`src/hw/rtl/bsee_pkg.sv`:
```
// Shared types for the early-exit bubble sort core.
// Holds the controller state encoding and the command/status structs.
// No dependencies.
`timescale 1ns / 1ps

package bsee_pkg;

    localparam int DATA_W = 32;

    typedef enum logic [2:0] {
        S_IDLE,
        S_PASS,
        S_FETCH,
        S_CMP,
        S_END,
        S_OUT
    } state_t;

    typedef struct packed {
        logic load;
        logic sort_init;
        logic pass_start;
        logic fetch;
        logic compare;
        logic pass_end;
        logic set_early;
        logic out_init;
        logic out_rd;
        logic out_last;
        logic clr_count;
    } cmd_t;

    typedef struct packed {
        logic count_zero;
        logic idx_at_lim;
        logic lim_one;
        logic swapped;
        logic out_at_end;
    } sts_t;

endpackage

```
`src/hw/rtl/bsee_dpath.sv`:
```
// Datapath of the early-exit bubble sort core: element memory, counters,
// bubble carry register, comparator and result registers.
// Depends on bsee_pkg.
`timescale 1ns / 1ps

module bsee_dpath
    import bsee_pkg::*;
#(
    parameter int MAX_COUNT = 64
) (
    input  logic                     clk,
    input  logic                     rst_n,
    input  cmd_t                     cmd,
    output sts_t                     sts,
    input  logic signed [DATA_W-1:0] value_in,
    output logic                     result_valid,
    output logic signed [DATA_W-1:0] value_out,
    output logic                     early_exit,
    output logic                     last_out
);

    localparam int AW = $clog2(MAX_COUNT);
    localparam int CW = $clog2(MAX_COUNT + 1);

    logic [DATA_W-1:0] mem [MAX_COUNT];
    logic [DATA_W-1:0] rd_data_reg;
    logic [DATA_W-1:0] carry_reg, carry_next;
    logic [CW-1:0]     count_reg, count_next;
    logic [AW-1:0]     lim_reg, lim_next;
    logic [AW-1:0]     idx_reg, idx_next;
    logic              swap_reg, swap_next;
    logic              early_reg, early_next;
    logic              valid_reg, last_reg;

    logic [AW-1:0]     slot;
    logic              gt;
    logic              we;
    logic [AW-1:0]     wa;
    logic [DATA_W-1:0] wd;
    logic              re;
    logic [AW-1:0]     ra;

    assign slot = (count_reg < CW'(MAX_COUNT)) ? count_reg[AW-1:0] : AW'(MAX_COUNT - 1);
    assign gt   = $signed(carry_reg) > $signed(rd_data_reg);

    always_comb
    begin
        we         = 1'b0;
        wa         = slot;
        wd         = value_in;
        re         = 1'b0;
        ra         = idx_reg;
        carry_next = carry_reg;
        count_next = count_reg;
        lim_next   = lim_reg;
        idx_next   = idx_reg;
        swap_next  = swap_reg;
        early_next = early_reg;

        if (cmd.load)
        begin
            we = 1'b1;
            if (count_reg < CW'(MAX_COUNT))
            begin
                count_next = count_reg + CW'(1);
            end
        end
        if (cmd.sort_init)
        begin
            lim_next   = slot;
            early_next = 1'b0;
        end
        if (cmd.pass_start)
        begin
            re        = 1'b1;
            ra        = '0;
            idx_next  = AW'(1);
            swap_next = 1'b0;
        end
        if (cmd.fetch)
        begin
            re         = 1'b1;
            ra         = idx_reg;
            carry_next = rd_data_reg;
        end
        if (cmd.compare)
        begin
            we       = 1'b1;
            wa       = idx_reg - AW'(1);
            re       = 1'b1;
            ra       = idx_reg + AW'(1);
            idx_next = idx_reg + AW'(1);
            if (gt)
            begin
                wd        = rd_data_reg;
                swap_next = 1'b1;
            end
            else
            begin
                wd         = carry_reg;
                carry_next = rd_data_reg;
            end
        end
        if (cmd.pass_end)
        begin
            we       = 1'b1;
            wa       = lim_reg;
            wd       = carry_reg;
            lim_next = lim_reg - AW'(1);
        end
        if (cmd.set_early)
        begin
            early_next = 1'b1;
        end
        if (cmd.out_init)
        begin
            idx_next = '0;
        end
        if (cmd.out_rd)
        begin
            re       = 1'b1;
            ra       = idx_reg;
            idx_next = idx_reg + AW'(1);
        end
        if (cmd.clr_count)
        begin
            count_next = '0;
        end
    end

    // element store
    always_ff @(posedge clk)
    begin
        if (we)
        begin
            mem[wa] <= wd;
        end
        if (re)
        begin
            rd_data_reg <= mem[ra];
        end
    end

    always_ff @(posedge clk)
    begin
        carry_reg <= carry_next;
        lim_reg   <= lim_next;
        idx_reg   <= idx_next;
    end

    always_ff @(posedge clk or negedge rst_n)
    begin
        if (!rst_n)
        begin
            count_reg <= '0;
            swap_reg  <= 1'b0;
            early_reg <= 1'b0;
            valid_reg <= 1'b0;
            last_reg  <= 1'b0;
        end
        else
        begin
            count_reg <= count_next;
            swap_reg  <= swap_next;
            early_reg <= early_next;
            valid_reg <= cmd.out_rd;
            last_reg  <= cmd.out_rd & cmd.out_last;
        end
    end

    assign sts.count_zero = (count_reg == '0);
    assign sts.idx_at_lim = (idx_reg == lim_reg);
    assign sts.lim_one    = (lim_reg == AW'(1));
    assign sts.swapped    = swap_reg;
    assign sts.out_at_end = (CW'(idx_reg) + CW'(1) == count_reg);

    assign result_valid = valid_reg;
    assign value_out    = $signed(rd_data_reg);
    assign early_exit   = early_reg;
    assign last_out     = last_reg;

endmodule

```
`src/hw/rtl/bsee_ctrl.sv`:
```
// Controller of the early-exit bubble sort core: load, sort passes, readout.
// Depends on bsee_pkg.
`timescale 1ns / 1ps

module bsee_ctrl
    import bsee_pkg::*;
(
    input  logic clk,
    input  logic rst_n,
    input  logic start,
    input  logic last_in,
    input  sts_t sts,
    output cmd_t cmd,
    output logic busy
);

    state_t state_reg, state_next;

    always_ff @(posedge clk or negedge rst_n)
    begin
        if (!rst_n)
        begin
            state_reg <= S_IDLE;
        end
        else
        begin
            state_reg <= state_next;
        end
    end

    always_comb
    begin
        state_next = state_reg;
        cmd        = '0;
        busy       = 1'b1;
        case (state_reg)
            S_IDLE:
            begin
                busy = 1'b0;
                if (start)
                begin
                    cmd.load = 1'b1;
                    if (last_in)
                    begin
                        if (sts.count_zero)
                        begin
                            cmd.set_early = 1'b1;
                            cmd.out_init  = 1'b1;
                            state_next    = S_OUT;
                        end
                        else
                        begin
                            cmd.sort_init = 1'b1;
                            state_next    = S_PASS;
                        end
                    end
                end
            end
            S_PASS:
            begin
                cmd.pass_start = 1'b1;
                state_next     = S_FETCH;
            end
            S_FETCH:
            begin
                cmd.fetch  = 1'b1;
                state_next = S_CMP;
            end
            S_CMP:
            begin
                cmd.compare = 1'b1;
                if (sts.idx_at_lim)
                begin
                    state_next = S_END;
                end
            end
            S_END:
            begin
                cmd.pass_end = 1'b1;
                if (!sts.swapped)
                begin
                    cmd.set_early = 1'b1;
                    cmd.out_init  = 1'b1;
                    state_next    = S_OUT;
                end
                else if (sts.lim_one)
                begin
                    cmd.out_init = 1'b1;
                    state_next   = S_OUT;
                end
                else
                begin
                    state_next = S_PASS;
                end
            end
            S_OUT:
            begin
                cmd.out_rd   = 1'b1;
                cmd.out_last = sts.out_at_end;
                if (sts.out_at_end)
                begin
                    cmd.clr_count = 1'b1;
                    state_next    = S_IDLE;
                end
            end
            default:
            begin
                state_next = S_IDLE;
            end
        endcase
    end

endmodule

```
`src/hw/rtl/bubble_sort_early_exit_core.sv`:
```
// Bubble sort with early exit: collects a set of signed words, sorts them
// ascending, streams them out. Top level; depends on bsee_pkg, bsee_ctrl,
// bsee_dpath.
//
// Input: a transfer happens when start is high and busy is low. Each transfer
// stores value_in in the next slot. Once MAX_COUNT values are held, further
// values overwrite the last slot. last_in marks the final value and starts
// the sort; busy stays high until the set has been streamed out.
// Sort: one comparator and a single-port-write memory. Each pass runs over a
// prefix one entry shorter than the last; passes stop after the first pass
// without a swap, or after the pass over the first two entries.
// Output: result_valid pulses for one cycle per value, smallest first, on
// consecutive cycles; last_out marks the final one; early_exit is the same for
// the whole set. Results are shown from registered memory reads. A set of
// one value goes straight to output with early_exit high.
// The receiver cannot stall: every result must be taken when shown.
// Reset (rst_n low, asynchronous) empties the set and returns to idle.
`timescale 1ns / 1ps

module bubble_sort_early_exit_core
    import bsee_pkg::*;
#(
    parameter int MAX_COUNT = 64
) (
    input  logic                     clk,
    input  logic                     rst_n,
    input  logic                     start,
    output logic                     busy,
    input  logic signed [DATA_W-1:0] value_in,
    input  logic                     last_in,
    output logic                     result_valid,
    output logic signed [DATA_W-1:0] value_out,
    output logic                     early_exit,
    output logic                     last_out
);

    cmd_t cmd;
    sts_t sts;

    bsee_ctrl u_ctrl (
        .clk     (clk),
        .rst_n   (rst_n),
        .start   (start),
        .last_in (last_in),
        .sts     (sts),
        .cmd     (cmd),
        .busy    (busy)
    );

    bsee_dpath #(
        .MAX_COUNT (MAX_COUNT)
    ) u_dpath (
        .clk          (clk),
        .rst_n        (rst_n),
        .cmd          (cmd),
        .sts          (sts),
        .value_in     (value_in),
        .result_valid (result_valid),
        .value_out    (value_out),
        .early_exit   (early_exit),
        .last_out     (last_out)
    );

`ifndef SYNTHESIS
    a_result_after_busy: assert property (@(posedge clk) disable iff (!rst_n)
        result_valid |-> $past(busy))
        else $error("result without a preceding busy cycle");

    a_last_then_idle: assert property (@(posedge clk) disable iff (!rst_n)
        result_valid && last_out |-> !busy)
        else $error("core still busy on final result");

    a_last_starts_work: assert property (@(posedge clk) disable iff (!rst_n)
        start && !busy && last_in |=> busy)
        else $error("final value did not start sorting");

    a_early_stable: assert property (@(posedge clk) disable iff (!rst_n)
        result_valid && !last_out |=> result_valid && $stable(early_exit))
        else $error("result stream broken or early_exit changed within a set");
`endif

endmodule
```
`config.mk`:
```
export PLATFORM = sky130hd
export DESIGN_NAME = bubble_sort_early_exit_core
export DESIGN_NICKNAME = d
export VERILOG_FILES = /design/src/hw/rtl/bsee_pkg.sv /design/src/hw/rtl/bsee_dpath.sv /design/src/hw/rtl/bsee_ctrl.sv /design/src/hw/rtl/bubble_sort_early_exit_core.sv
export SDC_FILE = /design/constraint.sdc
export NUM_CORES = 2
export LEC_CHECK = 0
export BUFFER_PORTS_ARGS = -buffer_cell sky130_fd_sc_hd__buf_2
export CAP_MARGIN = 10
export CORE_MARGIN = 3
export CORE_UTILIZATION = 45
export CTS_CLUSTER_DIAMETER = 40
export DETAILED_ROUTE_END_ITERATION = 16
export SYNTH_ARGS = -nofsm -noshare
export SYNTH_HDL_FRONTEND = slang
export SYNTH_SLANG_ARGS = --single-unit
```
`constraint.sdc`:
```
create_clock -name clk -period 7.2 [get_ports clk]
set_clock_uncertainty 0.1 [all_clocks]
set_input_delay 0 -clock clk [delete_from_list [all_inputs] [get_ports clk]]
set_output_delay 0 -clock clk [all_outputs]
set_load 0.02 [all_outputs]
```
* After elaboration in Yosys (flattened, before gate mapping)
Memories as Yosys holds them, arrays and structs flattened. A register that Yosys moved wholly into a read port is not among the register bits.
Index checks and enable logic that the tools add are counted.
Widths: inputs -> output; s select.
** Word-level totals
- Memory bits (writable) :: 2048
- Bits in registers :: 58
- Output and inout bits :: 36
- Input port bits :: 36
- Word-level logic and storage cells :: 101
- Memories :: 1
** Cells by class
- Mux-type cells :: 62
- Order comparisons :: 2
- Bitwise operators :: 1
- Reductions and logical operators :: 9
- Add/subtract/negate cells :: 5
- Equality and inequality tests :: 12
** Memories
- u_dpath.mem :: depth 64, width 32, read ports 1, clocked after Yosys merged registers in 1, wr ports 1, RTL line bsee_dpath.sv:25 : logic [DATA_W-1:0] mem [MAX_COUNT];
** Operators with widths (count)
- $mux 32 :: 6
- $mux 6 :: 13
- $gt 32x32->1 :: 1
- $mux 1 :: 25
- $mux 3 :: 8
- $mux 7 :: 3
- $pmux 3 s6 :: 1
- $sub 6x1->6 const B :: 2
- $mux 2 :: 5
- $reduce_bool 2->1 :: 4
- $add 6x1->7 const B :: 1
- $add 7x1->7 const B :: 1
- $eq 7x7->1 :: 1
- $logic_not 7->1 :: 1
- $lt 7x7->1 const B :: 1
- $add 6x1->6 const B :: 1
- $eq 3x2->1 const B :: 2
- $eq 3x3->1 const B :: 2
- $eq 6x1->1 const B :: 1
- $eq 6x6->1 :: 1
- $ne 2x2->1 const B :: 3
- $pmux 2 s2 :: 1
- $reduce_and 4->1 :: 1
- $reduce_bool 4->1 :: 1
- 5 further kinds :: 5

* Longest topological paths before layout
- Depth after elaboration :: 10
- Gate-level depth with buffers :: 11
- Gate-level depth less buffers :: 9

* Hierarchy
From an unflattened synthesis, not the netlist that was laid out.
** Second synthesis, totals
- Cells, all modules :: 6121
- Area total of the unflattened synthesis :: 86090.1 um^2
** By module, submodules not included
- bsee_dpath :: cells an instance 6084, area an instance 85808.5 um^2, seq. area each 63736.1 um^2, times used 1
- bsee_ctrl :: cells an instance 37, area an instance 281.5 um^2, seq. area each 75.1 um^2, times used 1

* Worst setup path before layout
OpenSTA, ideal clock, no wires.
- Path type :: register -> register
- Start point :: register u_dpath.rd_data_reg[31] (netlist: u_dpath.value_out[31]) (read register of u_dpath.mem)
- End point :: memory u_dpath.mem[0][27] (data pin)
- Setup time :: 0.738 ns
- Period minus slack after synthesis :: 6.021 ns
- Data arrival time :: 5.183 ns
- Data required time :: 6.362 ns
- Slack :: 1.179 ns
- Buffers on the path :: 2
- Cell stages (with the launch flop) :: 12
- Cells stage by stage :: edfxtp_1 > inv_1 > ha_1 > nand4_1 > or2_2 > or3_1 > nor3_1 > a31oi_1 > and2_1 > clkbuf_1 > clkbuf_1 > a221oi_1
** On the way
- Cells in the longest elaborated chain, start to end :: 4
** Ends and longest elaborated chain
- start, declared :: RTL line bsee_dpath.sv:26 : logic [DATA_W-1:0] rd_data_reg;
- $gt 32x32->1 :: RTL line bsee_dpath.sv:44 : assign gt = $signed(carry_reg) > $signed(rd_data_reg);
- $mux 32 :: RTL line bsee_dpath.sv:93 : if (gt)
- $mux 32 :: RTL line bsee_dpath.sv:86 : if (cmd.compare)
- $mux 32 :: RTL line bsee_dpath.sv:104 : if (cmd.pass_end)
- net u_dpath.wd[27] :: RTL line bsee_dpath.sv:39 : logic [DATA_W-1:0] wd;
- end, declared :: RTL line bsee_dpath.sv:25
The timed path passes the listed nets, and every way through them passes these cells.

* Final worst setup path
- Start point :: register u_dpath.rd_data_reg[6] (netlist: u_dpath.value_out[6]) (read register of u_dpath.mem)
- End point :: memory u_dpath.mem[2][7] (data pin)
The elaborated chain is that of the path after synthesis.

==> metrics.cfg <==
[status]
outcome=complete, no violations

[logic_synthesis]
ys_ff_latch=2138
syn-instance-count=3792
synthTopCellsByCount=edfxtp_1 (2092), mux4_2 (512), a22oi_1 (257)
synthXorXnorAreaFrac_pct=0.326
yosysSeqAreaShare_pct=77.4
synth_fa_ha_area_share_pct=0.577
synth-edff-count=2092
netlist_area_um2=82400
synth.distinct_cells=60
synth-async-reset-ratio_pct=0.655
synth-compound-area-share_pct=4.14
synth_top_family_by_area=multiplexers
synth_ff_type=edfxtp_1
synthMuxAreaShare_pct=14.4
synth.avg_cell_area_um2=21.7
yosys_warnings=0
netlist.area_leader.share_pct=76.2
synth_simple_gate_area_share_pct=1.73
synth.most_common_cell=edfxtp_1
yosysTopAreaCell=edfxtp_1
synth_nets=3866
synth.area.top_cells=edfxtp_1 (76%), mux4_2 (14%), a22oi_1 (2.3%)

[worst_hold_path]
holdCritPathClass=in2reg

[die]
initial_utilization_pct=45.4
die_area_um2=188000
ios=72
num_rows=156
die_y_um=434
core_um2=181000
die_x_um=434

[setup_path]
r2r_start=u_dpath.value_out[6]
rrSetupSlack_ps=1200
endpoint=u_dpath.mem[2][7]
reg2reg_depth=10
crit_fanout=64
regToRegEndpoint=u_dpath.mem[2][7]
startpoint=u_dpath.value_out[6]
worstSetupEndpointType=register
path_class=reg2reg
crit_arrival_ps=6360
start_kind=register
crit_required_ps=7570

[global_routing]
antenna_found_initial=5
grt_max_degree=117
overflow=0
grt_pass1_vias=41500
track_usage_pct=27.1
grt_pass1_wl_um=348000

[sta]
fmax_ghz=0.167
fin_ws_ps=1200
hold_viol_final=0
rsz0062_at_grt=no
drv_slew=0
setup_viol=0
period_minus_slack_ps=6000
setup-tns-final_ps=0
slew_headroom_pct=6.82
post-route-period-util_pct=83.3
worst_slew_pin_slew_ps=1400

[final_layout]
area_growth_pct=15.1
nets=4111
fin_util_pct=52.3
largest_register_ff_count=2048
fin_area_um2=94900
drive_gt1_share_pct=29.2

[route]
ant_nets=0
dr.pass1.iters=6
route.met3.wl_um=23000
viasPerCell=6.44
first_iter_violations=6116
wl_per_cell_um=38.4
drc_errors=0
routed_wl_um=254000
num_vias=42600
drt-met1-wl_um=95200
wl_met2_um=125000
dr.max_layer_used=met4

[clock_network]
cts.sinks=2138
cts_root_buffer=clkbuf_16
insertion_delay_ps=890
cts_max_level=4
numCtsBuffers=234
clk_pin_slew_worst_paths_ps=60
cts_tree=done
cts_setup_buffers=0
clockBufferDepth=3
cts_resized=0
hold_buffers=9

[placement]
post-dp-hpwl_um=135000
postPlaceCellArea_um2=87000
io_buffers=71
dp_slack_ps=1290
routabilityCongestion=0.859

[power_and_ir_drop]
p_leak_nw=29.8
vdd_ir_drop_max_v=0.000231
finalPower_mw=25.9
power_density_nw_per_um2=273

[run]
cap_violations=0

## power breakdown
group | switching [mW] | total [mW] | leakage [nW] | internal, mW
Sequential | 0 | 13.7 | 19.3 | 13.7
Clock | 5.07 | 12.0 | 3.76 | 6.93
Combinational | 0.183 | 0.206 | 6.76 | 0.0233
## worst min-delay path by stage
stage,startpoint,endpoint,cells after the start
2_1_floorplan,rst_n,u_ctrl.state_reg[0],0
3_3_place_gp,rst_n,u_dpath.last_out,1
3_5_place_dp,rst_n,u_dpath.result_valid,1
4_1_cts,value_in[6],u_dpath.mem[53][6],4
5_1_grt,value_in[6],u_dpath.mem[55][6],4
6_report,value_in[6],u_dpath.mem[54][6],4
## through the flow
stage	hold WS, ps	cells
floorplan	-396	3792
global placement	-137	6161
detailed placement	-150	6162
CTS	46.5	6610
global route	101	6611
finish	103	6613
## cells in the final DEF (no fill, tap or decap), types with 6 or more instances in the layout
cell type	n
clkinvlp_4	18
buf_2	71
or3_1	6
nor3_1	16
nand2b_1	6
edfxtp_1	2092
a21oi_1	154
buf_12	33
xnor2_1	14
inv_8	9
clkinv_4	14
mux2_2	30
a22oi_1	256
and2_1	30
mux4_2	512
a221o_2	30
o21ai_0	9
dlygate4sd3_1	9
inv_1	46
ha_1	38
nor2_4	64
inv_6	19
nand3_1	14
clkinv_2	31
dfxtp_1	32
dfrtp_1	14
buf_4	114
clkinv_1	40
xor2_1	13
nand4_1	7
nand3b_1	7
nor2_1	38
nand2_1	35
bufinv_16	23
clkbuf_1	38
clkbuf_16	237
or4_1	35
## cell families (layout without fill, tap and decap cells)
kind of cell             count (synthesis)  count (layout)
AND/OR/NAND/NOR                        280             280
multiplexers                           545             545
other                                    0               3
buffers and inverters                  265             713
adder cells (fa/ha/maj)                 38              38
XOR/XNOR                                29              29
flip-flops                            2138            2138
AO/OA/AOI/OAI                          497             497
## critical path, cell delays in order (launching register included)
cell and delay, ps:
edfxtp_1 540, inv_1 190, ha_1 320, nand2_1 210, o21ai_0 690, o2bb2ai_1 240
o41ai_1 210, a31oi_1 900, and2_2 750, buf_4 400, a221o_2 960
## routing by layer
layer	up-vias	track usage (%)
li1	16700	-
met1	23000	36.3
met2	2473	44.2
met3	455	5.37
met4	0	10.4
met5	-	0
## layout make-up
| cell class | count | area (um^2) |
|---|---|---|
| fillers | 13800 | 86500 |
| flip-flops and latches | 2138 | 63800 |
| multi-input cells | 1389 | 18100 |
| clock buffers | 277 | 6100 |
| well taps | 2370 | 2970 |
| repair buffers | 227 | 1960 |
| clock inverters | 162 | 1680 |
| inverters | 47 | 176 |
| diodes | 3 | 7.51 |
(Power assumes the default switching activity.)
